<file path="src/design/assert_macros.svh">
// Assertion macros shared by the heart-rate monitor modules.
// No dependencies; included by modules that carry assertions.
`ifndef ASSERT_MACROS_SVH
`define ASSERT_MACROS_SVH

// Same-cycle implication, checked out of reset.
`define ASSERT_IMPLIES(label, clk, rstn, ante, cons) \
    label: assert property (@(posedge clk) disable iff (!(rstn)) (ante) |-> (cons)) \
        else $error("%m: implication check failed");

// Next-cycle implication, checked out of reset.
`define ASSERT_NEXT(label, clk, rstn, ante, cons) \
    label: assert property (@(posedge clk) disable iff (!(rstn)) (ante) |=> (cons)) \
        else $error("%m: next-cycle check failed");

`endif

</file>
<file path="src/design/ecg_hrm_pkg.sv">
// Types and constants for the ECG heart-rate monitor.
// No dependencies; imported by every module of the block.
package ecg_hrm_pkg;

    localparam int SAMPLE_W  = 16;
    localparam int TIME_W    = 16;
    localparam int HOLD_W    = 10;
    localparam int BUZZ_W    = 10;
    localparam int CFG_ADDR_W = 3;
    localparam int S_TDATA_W = 40;
    localparam int M_TDATA_W = 48;
    localparam int FIFO_DEPTH = 2;

    localparam logic [15:0] RATE_NUMERATOR = 16'd60000;
    localparam logic [15:0] RATE_SATURATE  = 16'hFFFF;
    localparam logic [BUZZ_W-1:0] BUZZ_OFF  = 10'd0;
    localparam logic [BUZZ_W-1:0] BUZZ_LOW  = 10'd400;
    localparam logic [BUZZ_W-1:0] BUZZ_HIGH = 10'd600;

    // register indexes on the config port
    localparam logic [CFG_ADDR_W-1:0] CFG_ALARM_HIGH  = 3'd0;
    localparam logic [CFG_ADDR_W-1:0] CFG_ALARM_LOW   = 3'd1;
    localparam logic [CFG_ADDR_W-1:0] CFG_WINDOW_LOW  = 3'd2;
    localparam logic [CFG_ADDR_W-1:0] CFG_WINDOW_HIGH = 3'd3;
    localparam logic [CFG_ADDR_W-1:0] CFG_HOLD_COUNT  = 3'd4;
    localparam logic [CFG_ADDR_W-1:0] CFG_ENV_FLOOR   = 3'd5;

    localparam logic [15:0]       RST_ALARM_HIGH  = 16'd140;
    localparam logic [15:0]       RST_ALARM_LOW   = 16'd40;
    localparam logic [15:0]       RST_WINDOW_LOW  = 16'd1800;
    localparam logic [15:0]       RST_WINDOW_HIGH = 16'd2400;
    localparam logic [HOLD_W-1:0] RST_HOLD_COUNT  = 10'd100;
    localparam logic [15:0]       RST_ENV_FLOOR   = 16'd300;

    typedef struct packed {
        logic [15:0]       alarm_rate_high;
        logic [15:0]       alarm_rate_low;
        logic [15:0]       contact_window_low;
        logic [15:0]       contact_window_high;
        logic [HOLD_W-1:0] contact_hold_count;
        logic [15:0]       envelope_floor;
    } hrm_cfg_t;

    // classified sample handed from front to back
    typedef struct packed {
        logic [SAMPLE_W-1:0] sample;
        logic [TIME_W-1:0]   gap;
        logic                susp;
        logic                peak;
        logic                contact;
    } hrm_item_t;

    typedef enum logic [1:0] {
        F_IDLE,
        F_SLOPE,
        F_PEAK
    } front_state_t;

    typedef enum logic [1:0] {
        B_IDLE,
        B_DIV,
        B_DONE
    } back_state_t;

endpackage

</file>
<file path="src/design/ecg_hrm_fifo.sv">
// Two-entry queue between the front and back of the heart-rate monitor.
// Depends on ecg_hrm_pkg for the item type and depth.
`include "assert_macros.svh"

module ecg_hrm_fifo
    import ecg_hrm_pkg::*;
(
    input  logic      aclk,
    input  logic      aresetn,
    input  logic      push,
    input  hrm_item_t push_item,
    output logic      full,
    input  logic      pop,
    output logic      head_valid,
    output hrm_item_t head_item
);

    localparam int PTR_W = $clog2(FIFO_DEPTH);
    localparam int CNT_W = $clog2(FIFO_DEPTH + 1);

    hrm_item_t         mem_reg [FIFO_DEPTH];
    logic [PTR_W-1:0]  wr_ptr_reg;
    logic [PTR_W-1:0]  rd_ptr_reg;
    logic [CNT_W-1:0]  count_reg;

    assign full       = (count_reg == CNT_W'(FIFO_DEPTH));
    assign head_valid = (count_reg != '0);
    assign head_item  = mem_reg[rd_ptr_reg];

    always_ff @(posedge aclk) begin
        if (push) begin
            mem_reg[wr_ptr_reg] <= push_item;
        end
    end

    always_ff @(posedge aclk) begin
        if (!aresetn) begin
            wr_ptr_reg <= '0;
            rd_ptr_reg <= '0;
            count_reg  <= '0;
        end else begin
            if (push) begin
                wr_ptr_reg <= (wr_ptr_reg == PTR_W'(FIFO_DEPTH - 1)) ? '0 : wr_ptr_reg + 1'b1;
            end
            if (pop) begin
                rd_ptr_reg <= (rd_ptr_reg == PTR_W'(FIFO_DEPTH - 1)) ? '0 : rd_ptr_reg + 1'b1;
            end
            if (push && !pop) begin
                count_reg <= count_reg + 1'b1;
            end else if (pop && !push) begin
                count_reg <= count_reg - 1'b1;
            end
        end
    end

    `ASSERT_IMPLIES(a_no_overflow, aclk, aresetn, push, !full || pop)
    `ASSERT_IMPLIES(a_no_underflow, aclk, aresetn, pop, head_valid)

endmodule

</file>
<file path="src/design/ecg_hrm_front.sv">
// Front of the heart-rate monitor: contact qualification, delay line,
// slope envelope and peak flag. Depends on ecg_hrm_pkg.
module ecg_hrm_front
    import ecg_hrm_pkg::*;
#(
    parameter int SLOPE_LAG = 10
)(
    input  logic                aclk,
    input  logic                aresetn,
    input  hrm_cfg_t            cfg,
    input  logic                in_valid,
    output logic                in_ready,
    input  logic [SAMPLE_W-1:0] in_sample,
    input  logic [TIME_W-1:0]   in_time,
    input  logic                in_susp,
    input  logic                q_full,
    output logic                q_push,
    output hrm_item_t           q_item
);

    localparam int DLY_DEPTH = SLOPE_LAG + 3;

    front_state_t        state_reg, state_next;
    logic [15:0]         dly_reg [DLY_DEPTH];
    logic [TIME_W-1:0]   time_reg;
    logic                susp_reg;
    logic [HOLD_W-1:0]   contact_cnt_reg;
    logic                contact_reg;
    logic [TIME_W-1:0]   last_peak_reg;
    logic [15:0]         d_reg [3];
    logic [14:0]         half_reg [3];

    logic                accept;
    logic                in_window;
    logic [15:0]         d_next [3];
    logic [14:0]         half_next [3];
    logic [15:0]         env;
    logic [15:0]         excess [3];
    logic                peak;

    assign accept    = in_valid && in_ready;
    assign in_window = (cfg.contact_window_low < in_sample) &&
                       (in_sample < cfg.contact_window_high);

    // rising slope and running envelope at the three positions
    always_comb begin
        env = cfg.envelope_floor;
        for (int k = 0; k < 3; k++) begin
            d_next[k] = (dly_reg[k + SLOPE_LAG] > dly_reg[k]) ?
                        16'd0 : dly_reg[k] - dly_reg[k + SLOPE_LAG];
            if (d_next[k] > env) begin
                env = d_next[k];
            end
            half_next[k] = env[15:1];
        end
    end

    always_comb begin
        for (int k = 0; k < 3; k++) begin
            excess[k] = (d_reg[k] > {1'b0, half_reg[k]}) ? d_reg[k] - {1'b0, half_reg[k]} : 16'd0;
        end
        peak = (excess[1] > excess[0]) && (excess[1] > excess[2]);
    end

    always_comb begin
        state_next = state_reg;
        unique case (state_reg)
            F_IDLE:  if (accept) state_next = F_SLOPE;
            F_SLOPE: state_next = F_PEAK;
            F_PEAK:  if (!q_full) state_next = F_IDLE;
            default: state_next = F_IDLE;
        endcase
    end

    always_comb begin
        in_ready = 1'b0;
        q_push   = 1'b0;
        unique case (state_reg)
            F_IDLE:  in_ready = 1'b1;
            F_SLOPE: ;
            F_PEAK:  q_push = !q_full;
            default: ;
        endcase
    end

    assign q_item.sample  = dly_reg[0];
    assign q_item.gap     = time_reg - last_peak_reg;
    assign q_item.susp    = susp_reg;
    assign q_item.peak    = peak;
    assign q_item.contact = contact_reg;

    always_ff @(posedge aclk) begin
        if (!aresetn) begin
            state_reg       <= F_IDLE;
            contact_cnt_reg <= '0;
            contact_reg     <= 1'b0;
            last_peak_reg   <= '0;
            for (int i = 0; i < DLY_DEPTH; i++) begin
                dly_reg[i] <= '0;
            end
        end else begin
            state_reg <= state_next;
            if (accept) begin
                dly_reg[0] <= in_sample;
                for (int i = 1; i < DLY_DEPTH; i++) begin
                    dly_reg[i] <= dly_reg[i - 1];
                end
                if (!in_susp) begin
                    if (in_window) begin
                        if (contact_cnt_reg == cfg.contact_hold_count) begin
                            contact_reg <= 1'b1;
                        end else begin
                            contact_cnt_reg <= contact_cnt_reg + 1'b1;
                        end
                    end else begin
                        contact_reg     <= 1'b0;
                        contact_cnt_reg <= '0;
                    end
                end
            end
            if (q_push && peak) begin
                last_peak_reg <= time_reg;
            end
        end
    end

    always_ff @(posedge aclk) begin
        if (accept) begin
            time_reg <= in_time;
            susp_reg <= in_susp;
        end
        if (state_reg == F_SLOPE) begin
            for (int k = 0; k < 3; k++) begin
                d_reg[k]    <= d_next[k];
                half_reg[k] <= half_next[k];
            end
        end
    end

endmodule

</file>
<file path="src/design/ecg_hrm_back.sv">
// Back of the heart-rate monitor: bit-serial rate divider, alarm buzzer
// and the registered result stage. Depends on ecg_hrm_pkg.
`include "assert_macros.svh"

module ecg_hrm_back
    import ecg_hrm_pkg::*;
(
    input  logic                  aclk,
    input  logic                  aresetn,
    input  hrm_cfg_t              cfg,
    input  logic                  q_valid,
    input  hrm_item_t             q_item,
    output logic                  q_pop,
    output logic                  out_valid,
    input  logic                  out_ready,
    output logic [15:0]           out_rate,
    output logic                  out_peak,
    output logic                  out_contact,
    output logic [BUZZ_W-1:0]     out_buzzer,
    output logic [SAMPLE_W-1:0]   out_word
);

    back_state_t        state_reg, state_next;
    hrm_item_t          item_reg;
    logic [15:0]        quo_reg;
    logic [15:0]        rem_reg;
    logic [3:0]         step_reg;
    logic [15:0]        rate_reg;
    logic               alarm_cnt_reg;
    logic [BUZZ_W-1:0]  buzzer_reg;
    logic               out_valid_reg;

    logic               start_div;
    logic               load_out;
    logic [16:0]        trial;
    logic               qbit;
    logic               alarm_next;
    logic [BUZZ_W-1:0]  buzzer_next;

    assign start_div = q_item.peak && (q_item.gap != '0);
    assign trial     = {rem_reg, quo_reg[15]};
    assign qbit      = (trial >= {1'b0, item_reg.gap});

    always_comb begin
        state_next = state_reg;
        unique case (state_reg)
            B_IDLE:  if (q_valid) state_next = start_div ? B_DIV : B_DONE;
            B_DIV:   if (step_reg == 4'd15) state_next = B_DONE;
            B_DONE:  if (!out_valid_reg || out_ready) state_next = B_IDLE;
            default: state_next = B_IDLE;
        endcase
    end

    always_comb begin
        q_pop    = 1'b0;
        load_out = 1'b0;
        unique case (state_reg)
            B_IDLE:  q_pop = q_valid;
            B_DIV:   ;
            B_DONE:  load_out = !out_valid_reg || out_ready;
            default: ;
        endcase
    end

    // quo_reg holds the new rate once in B_DONE
    always_comb begin
        alarm_next  = alarm_cnt_reg;
        buzzer_next = buzzer_reg;
        if (item_reg.peak && !item_reg.susp) begin
            if ((quo_reg > cfg.alarm_rate_high || quo_reg < cfg.alarm_rate_low) &&
                item_reg.contact) begin
                if (alarm_cnt_reg) begin
                    buzzer_next = (buzzer_reg == BUZZ_LOW) ? BUZZ_HIGH : BUZZ_LOW;
                end else begin
                    alarm_next = 1'b1;
                end
            end else begin
                alarm_next  = 1'b0;
                buzzer_next = BUZZ_OFF;
            end
        end
        if (item_reg.susp) begin
            buzzer_next = BUZZ_OFF;
        end
    end

    always_ff @(posedge aclk) begin
        if (!aresetn) begin
            state_reg     <= B_IDLE;
            rate_reg      <= '0;
            alarm_cnt_reg <= 1'b0;
            buzzer_reg    <= BUZZ_OFF;
            out_valid_reg <= 1'b0;
        end else begin
            state_reg <= state_next;
            if (load_out) begin
                rate_reg      <= quo_reg;
                alarm_cnt_reg <= alarm_next;
                buzzer_reg    <= buzzer_next;
                out_valid_reg <= 1'b1;
            end else if (out_ready) begin
                out_valid_reg <= 1'b0;
            end
        end
    end

    always_ff @(posedge aclk) begin
        if (q_pop) begin
            item_reg <= q_item;
            rem_reg  <= '0;
            step_reg <= '0;
            if (start_div) begin
                quo_reg <= RATE_NUMERATOR;
            end else begin
                quo_reg <= q_item.peak ? RATE_SATURATE : rate_reg;
            end
        end else if (state_reg == B_DIV) begin
            rem_reg  <= qbit ? 16'(trial - {1'b0, item_reg.gap}) : trial[15:0];
            quo_reg  <= {quo_reg[14:0], qbit};
            step_reg <= step_reg + 1'b1;
        end
        if (load_out) begin
            out_rate    <= quo_reg;
            out_peak    <= item_reg.peak;
            out_contact <= item_reg.contact;
            out_buzzer  <= buzzer_next;
            out_word    <= {item_reg.sample[15] | item_reg.contact, item_reg.sample[14:0]};
        end
    end

    assign out_valid = out_valid_reg;

    `ASSERT_IMPLIES(a_buzzer_values, aclk, aresetn, 1'b1,
        buzzer_reg == BUZZ_OFF || buzzer_reg == BUZZ_LOW || buzzer_reg == BUZZ_HIGH)
    `ASSERT_IMPLIES(a_buzzer_needs_alarm, aclk, aresetn, !alarm_cnt_reg, buzzer_reg == BUZZ_OFF)
    `ASSERT_NEXT(a_div_length, aclk, aresetn, state_reg == B_DIV && step_reg != 4'd15,
        state_reg == B_DIV)

endmodule

</file>
<file path="src/design/ecg_heart_rate_monitor.sv">
// ECG heart-rate monitor top level: config registers, front, queue, back.
// Front: accept, slope/envelope, then peak and push (held while the queue is full).
// Back: pops one item at a time; on a peak with nonzero interval it runs the
//   one-bit-per-cycle 16-step rate divider, then loads the output register.
// Reset: synchronous, active low; clears control state, loads register defaults.
module ecg_heart_rate_monitor
    import ecg_hrm_pkg::*;
#(
    parameter int SLOPE_LAG = 10
)(
    input  logic                  aclk,
    input  logic                  aresetn,
    input  logic                  cfg_we,
    input  logic [CFG_ADDR_W-1:0] cfg_addr,
    input  logic [15:0]           cfg_wdata,
    input  logic                  s_tvalid,
    output logic                  s_tready,
    // sample[15:0], time_ms[31:16], suspend[32], zero pad[39:33]
    input  logic [S_TDATA_W-1:0]  s_tdata,
    output logic                  m_tvalid,
    input  logic                  m_tready,
    // heart_rate[15:0], peak_seen[16], contact_ok[17], buzzer_compare[27:18],
    // encoded_word[43:28], zero pad[47:44]
    output logic [M_TDATA_W-1:0]  m_tdata
);

    hrm_cfg_t            cfg_reg;
    logic                q_push, q_full, q_pop, q_valid;
    hrm_item_t           push_item, head_item;
    logic [15:0]         rate;
    logic                peak, contact;
    logic [BUZZ_W-1:0]   buzzer;
    logic [SAMPLE_W-1:0] word;

    always_ff @(posedge aclk) begin
        if (!aresetn) begin
            cfg_reg.alarm_rate_high     <= RST_ALARM_HIGH;
            cfg_reg.alarm_rate_low      <= RST_ALARM_LOW;
            cfg_reg.contact_window_low  <= RST_WINDOW_LOW;
            cfg_reg.contact_window_high <= RST_WINDOW_HIGH;
            cfg_reg.contact_hold_count  <= RST_HOLD_COUNT;
            cfg_reg.envelope_floor      <= RST_ENV_FLOOR;
        end else if (cfg_we) begin
            unique case (cfg_addr)
                CFG_ALARM_HIGH:  cfg_reg.alarm_rate_high     <= cfg_wdata;
                CFG_ALARM_LOW:   cfg_reg.alarm_rate_low      <= cfg_wdata;
                CFG_WINDOW_LOW:  cfg_reg.contact_window_low  <= cfg_wdata;
                CFG_WINDOW_HIGH: cfg_reg.contact_window_high <= cfg_wdata;
                CFG_HOLD_COUNT:  cfg_reg.contact_hold_count  <= cfg_wdata[HOLD_W-1:0];
                CFG_ENV_FLOOR:   cfg_reg.envelope_floor      <= cfg_wdata;
                default: ;
            endcase
        end
    end

    ecg_hrm_front #(
        .SLOPE_LAG (SLOPE_LAG)
    ) u_front (
        .aclk      (aclk),
        .aresetn   (aresetn),
        .cfg       (cfg_reg),
        .in_valid  (s_tvalid),
        .in_ready  (s_tready),
        .in_sample (s_tdata[15:0]),
        .in_time   (s_tdata[31:16]),
        .in_susp   (s_tdata[32]),
        .q_full    (q_full),
        .q_push    (q_push),
        .q_item    (push_item)
    );

    ecg_hrm_fifo u_fifo (
        .aclk       (aclk),
        .aresetn    (aresetn),
        .push       (q_push),
        .push_item  (push_item),
        .full       (q_full),
        .pop        (q_pop),
        .head_valid (q_valid),
        .head_item  (head_item)
    );

    ecg_hrm_back u_back (
        .aclk        (aclk),
        .aresetn     (aresetn),
        .cfg         (cfg_reg),
        .q_valid     (q_valid),
        .q_item      (head_item),
        .q_pop       (q_pop),
        .out_valid   (m_tvalid),
        .out_ready   (m_tready),
        .out_rate    (rate),
        .out_peak    (peak),
        .out_contact (contact),
        .out_buzzer  (buzzer),
        .out_word    (word)
    );

    assign m_tdata = {4'b0, word, buzzer, contact, peak, rate};

endmodule
</file>
<file path="config.mk">
export PLATFORM = sky130hd
export DESIGN_NAME = ecg_heart_rate_monitor
export DESIGN_NICKNAME = d
export VERILOG_FILES = /design/src/design/ecg_hrm_pkg.sv /design/src/design/ecg_hrm_fifo.sv /design/src/design/ecg_hrm_front.sv /design/src/design/ecg_hrm_back.sv /design/src/design/ecg_heart_rate_monitor.sv
export VERILOG_INCLUDE_DIRS = /design/src /design/src/design
export SDC_FILE = /design/constraint.sdc
export NUM_CORES = 1
export LEC_CHECK = 0
export BUFFER_PORTS_ARGS = -buffer_cell sky130_fd_sc_hd__buf_2
export CORE_MARGIN = 2
export CORE_UTILIZATION = 50
export CTS_BUF_LIST = sky130_fd_sc_hd__clkbuf_16
export CTS_CLUSTER_DIAMETER = 50
export DETAILED_ROUTE_END_ITERATION = 10
export GPL_ROUTABILITY_DRIVEN = 1
export PLACE_DENSITY = 0.63
export SLEW_MARGIN = 20
export SYNTH_ARGS = -nofsm -noshare
export SYNTH_HDL_FRONTEND = slang
export SYNTH_SLANG_ARGS = --single-unit
</file>
<file path="constraint.sdc">
create_clock -name aclk -period 19.45 [get_ports aclk]
set_clock_uncertainty 0.05 [all_clocks]
set_input_delay 3.89 -clock aclk [delete_from_list [all_inputs] [get_ports aclk]]
set_output_delay 3.89 -clock aclk [all_outputs]
set_load 0.01 [all_outputs]
</file>
# Word-level counts from Yosys, hierarchy flattened

Memory sizes are Yosys's and may differ from the RTL's. A register that Yosys moved wholly into a read port is not among the register bits.
Index checks and enable logic that the tools add are counted.

Bits in writable memories: 371
Logic and storage cells: 202
Register bits after elaboration: 285
Memories: 4

Memories:

| memory           | depth | bits a word | read ports | clocked after memory_dff | wr ports | line                | source |
|---|---|---|---|---|---|---|---|
| u_front.dly_reg  | 13    | 16          | 13         | 0                        | 13       | ecg_hrm_front.sv:24 | `logic [15:0] dly_reg [DLY_DEPTH];` |
| u_fifo.mem_reg   | 2     | 35          | 1          | 1                        | 1        | ecg_hrm_fifo.sv:21  | `hrm_item_t mem_reg [FIFO_DEPTH];` |
| u_front.d_reg    | 3     | 16          | 3          | 0                        | 3        | ecg_hrm_front.sv:30 | `logic [15:0] d_reg [3];` |
| u_front.half_reg | 3     | 15          | 3          | 0                        | 3        | ecg_hrm_front.sv:31 | `logic [14:0] half_reg [3];` |

Magnitude comparators: 16
Reductions and logical operators: 35
Equal/unequal tests: 20
Mux-type cells: 65
$add $sub $neg: 14
Bitwise gates (word level): 15

Operators with widths:

| kind                    | number |
|---|---|
| $mux W16                | 27 |
| $gt A16 B16 Y1          | 9 |
| $sub A16 B16 Y16        | 5 |
| $mux W10                | 7 |
| $gt A16 B15 Y1          | 3 |
| $lt A16 B16 Y1          | 3 |
| $sub A16 B15 Y16        | 3 |
| $mux W1                 | 21 |
| $ge A17 B16 Y1          | 1 |
| $mux W2                 | 8 |
| $reduce_and A2 Y1       | 8 |
| $reduce_bool A16 Y1     | 1 |
| $or A1 B1 Y1            | 14 |
| $pmux W2 S3             | 2 |
| $add A10 B1 Y10 const B | 1 |
| $eq A10 B10 Y1          | 1 |
| $eq A10 B9 Y1 const B   | 1 |
| $logic_and A1 B1 Y1     | 9 |
| $reduce_and A3 Y1       | 3 |
| $ne A2 B1 Y1 const B    | 4 |
| $reduce_bool A2 Y1      | 4 |
| $eq A2 B2 Y1 const B    | 3 |
| $eq A3 B2 Y1 const B    | 2 |
| $eq A3 B3 Y1 const B    | 2 |
| other kinds (13)        | 23 |

# Logic depth before layout (Yosys ltp)

Gate-level depths: netlist (run 1).
An unclocked memory read counts as a cell.

Depth in word-level cells: 9
Mapped depth: 42
Gate-level depth less buffers: 38

# Cells and area by module

A second synthesis (run 1) with hierarchy kept.

Cell total of the unflattened synthesis: 3195
Area, all modules: 34863.4 um2

By module, submodules not included:

| module                 | cells an instance | area each (um2) | instances |
|---|---|---|---|
| ecg_hrm_front          | 2104              | 21778.4         | 1 |
| ecg_hrm_back           | 623               | 6844.1          | 1 |
| ecg_heart_rate_monitor | 337               | 3484.6          | 1 |
| ecg_hrm_fifo           | 131               | 2756.4          | 1 |

# Worst setup path before layout (run 1)

OpenSTA, ideal clock, no wires.

Path type: input to register
Start: input port aresetn
End: memory u_front.dly_reg[0][0], enable pin
Library setup time: 1.634 ns
Arrival: 8.125 ns
Path slack: 9.641 ns
Stages on the path: 4
Cell sequence: clkbuf_1 -> clkbuf_1 -> buf_1 -> nand2_1

RTL lines:

| element            | line                         | source |
|---|---|---|
| start: declaration | ecg_heart_rate_monitor.sv:12 | `input logic aresetn,` |
| end: declaration   | ecg_hrm_front.sv:24          |  |

==> flow_metrics.py, run 1 <==
metrics = {
    "critical_path": {
        "cpMostUsedCell": "ha_1",
        "cp_slowest_cell": "a211oi_1",
        "crit_type": "reg2reg",
        "worstSetupEndpointType": "flip-flop",
        "cp.required_ns": 19.77,
        "cp-start-kind": "flip-flop",
        "cp_max_fo": 28,
        "max_stage_delay_ns": 0.84,
        "crit_arrival_ns": 10.22,
        "cp_num_buf_inv": 2,
        "crit_family": "compound AO/OA/AOI/OAI gates",
    },
    "clock_tree": {
        "clkLatencyLatePin_ns": 0.63,
        "clock_path_buffers": 3,
        "path_clk_slew_ns": 0.06,
        "htreeDepth": 3,
        "cts_sinks": 657,
        "cts_made_buffers": 77,
        "post_cts_buffers": 0,
        "cts.repair.resized": 0,
        "tritoncts": "done",
        "cts-root-buf": "clkbuf_16",
        "holdBufCountCts": 0,
    },
    "run_status": {
        "outcome": "finished clean",
    },
    "synthesis": {
        "synth-main-ff-cell": "edfxtp_1",
        "ys_types": 80,
        "yosysMostFrequentCell": "edfxtp_1",
        "syn_avg_cell_area_sq_um": 10.78,
        "seq_area_frac_synth_pct": 53.46,
        "syn_inst": 3120,
        "synthTopCellsByArea": "edfxtp_1, dfxtp_1, ha_1",
        "synth_edf_count": 483,
        "synthArstFlopShare_pct": 0,
        "ys_ff_latch": 657,
        "netlist.area_leader.share_pct": 43.11,
        "syn-cell-area_sq_um": 33640,
        "yosysTopAreaCell": "edfxtp_1",
        "yosysWarnings": 0,
        "synthTopCellsByCount": "edfxtp_1, nand2_1, inv_1",
    },
    "die": {
        "start_util_pct": 50.27,
        "die_h_um": 263.4,
        "dieArea_sq_um": 69380,
        "die_w_um": 263.4,
        "core_area_sq_um": 66920,
        "ioPinCount": 114,
        "num_rows": 95,
    },
    "sta": {
        "final_hold_viol_count": 0,
        "drv_slew": 0,
        "setup_tns_ns": 0,
        "fmax_mhz": 100.9,
        "rsz0062_at_grt": "no",
        "period_share_pct": 50.93,
        "min_period_ns": 9.907,
        "slew_headroom_pct": 22.75,
        "fin_hold_ws_ns": 0.3645,
        "tightest_slew_ns": 1.144,
        "finalSetupViolations": 0,
    },
    "layout": {
        "multi_input_area_sq_um": 14280,
        "final_cell_area_sq_um": 37600,
        "final_cell_count_no_fill": 4162,
        "nets": 3562,
        "final_core_util_pct": 56.18,
        "largest_reg_flops": 208,
        "drive_gt1_share_pct": 9.766,
        "syn_to_final_growth_pct": 11.75,
        "final.fill_count": 5666,
        "ff_latch_area_sq_um": 17990,
    },
    "global_routing": {
        "grt_max_degree": 110,
        "grt_pass1_vias": 22670,
        "antenna_found_initial": 9,
        "gr-total-overflow": 0,
        "grt_pass1_wl_um": 122400,
        "grt_use_total_pct": 22.29,
    },
    "routing": {
        "totalWireLength_um": 78240,
        "drc_errors": 0,
        "ant_nets": 0,
        "num_vias": 23100,
        "detail_route.first_pass.iterations": 5,
        "detail_route.iter0.violations": 1542,
        "wl_per_cell_um": 18.80,
        "viasPerCell": 5.550,
    },
    "pwr": {
        "vdd_ir_drop_max_v": 0.00007534,
        "powerDensity_nw_per_um2": 127.9,
        "power.leakage_uw": 0.01543,
    },
    "run": {
        "max_cap_violations": 0,
    },
    "place": {
        "placed_area_sq_um": 35030,
        "port_buffers": 102,
        "post-dp-hpwl_um": 56660,
        "routabilityCongestion": 0.8531,
        "dp.cells": 4016,
    },
    "min_path": {
        "hold_path.class": "reg2reg",
    },
}
==> cell families (layout without fill, tap and decap cells) <==
family	Yosys count	in the layout	synth area share [%]
compound gates	585	585	11.13
other cells	1	6	0.01115
buf+inv	378	542	4.314
mux	93	93	2.975
xor+xnor	100	100	2.603
flops	657	657	53.46
simple gates	1030	1030	15.05
fa+ha+maj	276	276	10.44
==> power breakdown <==
| part | internal, uW | switching [uW] | leakage [uW] | total (uW) |
|---|---|---|---|---|
| clock | 809 | 602 | 0.00130 | 1410 |
| combinational | 586 | 934 | 0.00790 | 1520 |
| sequential | 1770 | 106 | 0.00623 | 1880 |
| total | 3170 | 1640 | 0.0154 | 4810 |
==> per-stage QoR <==
| step | worst slack [ns] | power, uW |
|---|---|---|
| after floorplan | 9.641 | 2972 |
| after global placement | 9.749 | 3357 |
| after detailed placement | 9.624 | 3414 |
| after CTS | 9.586 | 4843 |
| after global routing | 8.898 | 5102 |
| final | 9.543 | 4809 |
==> cell usage in the layout (no fill, tap or decap), types with 90 or more instances in the layout <==
master    instances
and2_1          198
nand2_1         361
ha_1            268
edfxtp_1        483
buf_2           101
a21oi_1         207
nor2_1          163
o21ai_0          90
dfxtp_1         174
inv_1           291
==> worst paths after layout <==
check                                 startpoint  depth (start not counted)  slack [ns]                                 to
min                u_back.item_reg[23]$_DFFE_PP_                          0        0.36       u_back.out_word[4]$_DFFE_PP_
min reg2reg        u_back.item_reg[23]$_DFFE_PP_                          0        0.36       u_back.out_word[4]$_DFFE_PP_
max reg2reg  u_front.dly_reg[0][0]$_SDFFCE_PN0P_                         31        9.54  u_front.half_reg[0][42]$_DFFE_PN_
max          u_front.dly_reg[0][0]$_SDFFCE_PN0P_                         31        9.54  u_front.half_reg[0][42]$_DFFE_PN_
==> layer usage <==
layer	part of all wire (%)	track usage (%)
met1	46	30.57
met2	46	35.97
met3	4.5	3.554
met4	3.5	7.954
met5	0	0
==> final cells by class <==
| type | instances | area share, % |
|---|---|---|
| sequential | 657 | 47.84 |
| clock inverter | 65 | 1.504 |
| tap | 873 | 2.905 |
| timing repair buffer | 120 | 1.724 |
| clock buffer | 79 | 5.258 |
| antenna | 2 | 0.01331 |
| inverter | 278 | 2.782 |
| multi-input combinational | 2088 | 37.97 |
No activity file was read; power rests on OpenSTA's default activity.
==> run 2, diff against run 1 <==
- clock period: 19.45 -> 9.4 ns (I/O delays scaled with it)
==> flow_metrics.py, run 2 (synthesized netlist as in run 1, its figures left out) <==
metrics = {
    "sta": {
        "finalSetupViolations": 0,
        "setup_tns_ns": 0,
        "fmax_mhz": 114.5,
        "min_period_ns": 8.737,
        "final_hold_viol_count": 0,
        "fin_hold_ws_ns": 0.3731,
        "drv_slew": 0,
        "slew_headroom_pct": 24.40,
        "tightest_slew_ns": 1.134,
        "rsz0062_at_grt": "no",
        "period_share_pct": 92.95,
    },
    "critical_path": {
        "cpMostUsedCell": "ha_1",
        "cp_num_buf_inv": 4,
        "crit_family": "compound AO/OA/AOI/OAI gates",
        "crit_arrival_ns": 9.04,
        "cp.required_ns": 9.70,
        "cp_slowest_cell": "a32oi_2",
        "cp_max_fo": 12,
        "worstSetupEndpointType": "flip-flop",
        "max_stage_delay_ns": 0.62,
        "cp-start-kind": "flip-flop",
        "crit_type": "reg2reg",
    },
    "layout": {
        "nets": 3587,
        "layout_commonest_cell": "edfxtp_1",
        "largest_reg_flops": 208,
        "drive_gt1_share_pct": 10.52,
        "final_cell_mix": "edfxtp_1, nand2_1, inv_1, ha_1, a21oi_1",
        "final_core_util_pct": 56.89,
        "syn_to_final_growth_pct": 13.16,
    },
    "pwr": {
        "vdd_ir_drop_max_v": 0.0001527,
        "powerDensity_nw_per_um2": 271.5,
        "power.leakage_uw": 0.01565,
    },
    "global_routing": {
        "grt_pass1_vias": 23000,
        "grt_use_total_pct": 22.89,
        "grt_pass1_wl_um": 125400,
        "antenna_found_initial": 7,
        "grt_max_degree": 127,
        "gr-total-overflow": 0,
    },
    "clock_tree": {
        "tritoncts": "done",
        "post_cts_buffers": 0,
        "holdBufCountCts": 0,
        "path_clk_slew_ns": 0.06,
        "clkLatencyLatePin_ns": 0.63,
        "cts_made_buffers": 81,
        "cts.repair.resized": 0,
        "clock_path_buffers": 3,
        "htreeDepth": 3,
        "cts-root-buf": "clkbuf_16",
        "cts_sinks": 657,
    },
    "routing": {
        "detail_route.first_pass.iterations": 7,
        "num_vias": 23130,
        "drc_errors": 0,
        "totalWireLength_um": 79710,
        "wl_per_cell_um": 19.02,
        "viasPerCell": 5.518,
        "detail_route.iter0.violations": 1727,
        "ant_nets": 0,
    },
    "die": {
        "start_util_pct": 50.27,
        "die_h_um": 263.4,
        "ioPinCount": 114,
        "die_w_um": 263.4,
        "num_rows": 95,
        "core_area_sq_um": 66920,
        "dieArea_sq_um": 69380,
    },
    "place": {
        "port_buffers": 102,
        "post-dp-hpwl_um": 57710,
        "routabilityCongestion": 0.8986,
    },
    "run_status": {
        "outcome": "finished clean",
    },
    "run": {
        "max_cap_violations": 0,
    },
    "min_path": {
        "hold_path.class": "reg2reg",
    },
}
run 2: report_power, final:
part           leakage, uW  internal, uW  switching (uW)  total, uW
Sequential         0.00623          3670             213       3880
Clock              0.00142          1940            1290       3220
Combinational      0.00801          1290            1950       3230
Total               0.0157          6890            3440      10300
run 2: layout make-up:
cell class	count	area, sq um
flip-flops and latches	657	17990
clock inverters	68	744.5
inverters	278	1046
multi-input cells	2088	14280
well taps	873	1092
clock buffers	84	2102
repair buffers	141	813.3
fillers	5630	28850
diodes	2	5.005
run 2: final timing paths:
path	start	to	slack, ns	cells after the start
setup / recovery	u_front.dly_reg[0][0]$_SDFFCE_PN0P_	u_front.half_reg[0][44]$_DFFE_PN_	0.66	32
hold / removal	u_back.item_reg[28]$_DFFE_PP_	u_back.out_word[9]$_DFFE_PP_	0.37	0
setup reg to reg	u_front.dly_reg[0][0]$_SDFFCE_PN0P_	u_front.half_reg[0][44]$_DFFE_PN_	0.66	32
hold reg to reg	u_back.item_reg[28]$_DFFE_PP_	u_back.out_word[9]$_DFFE_PP_	0.37	0
run 2: worst reg2reg max path, delay by kind of cell (launching register included):
| kind | cells | cell delay [ns] |
|---|---|---|
| simple gates | 8 | 1.78 |
| fa+ha+maj | 5 | 1.41 |
| mux | 2 | 0.77 |
| compound gates | 13 | 3.32 |
| flops | 1 | 0.43 |
| buf+inv | 4 | 0.69 |
run 2: layer usage:
metal / vias to the layer above / wire length (um) / track usage [%]
met4: 0 / 2458 / 7.629
met3: 149 / 3382 / 3.068
li1: 11330 / - / -
met2: 540 / 36470 / 36.64
met1: 11110 / 37400 / 32.25
met5: - / 0 / 0
run 2: stage by stage:
| stage | area, sq um | cells | power [uW] | worst slack, ns |
|---|---|---|---|---|
| 5_1_grt | 38070 | 4190 | 10950 | 0.03464 |
| 3_3_place_gp | 35190 | 4037 | 7040 | 0.8394 |
| 2_1_floorplan | 33650 | 3123 | 6148 | 1.318 |
| 6_report | 38070 | 4191 | 10340 | 0.6631 |
| 4_1_cts | 38050 | 4189 | 10390 | 0.7470 |
| 3_5_place_dp | 35210 | 4037 | 7140 | 0.8011 |
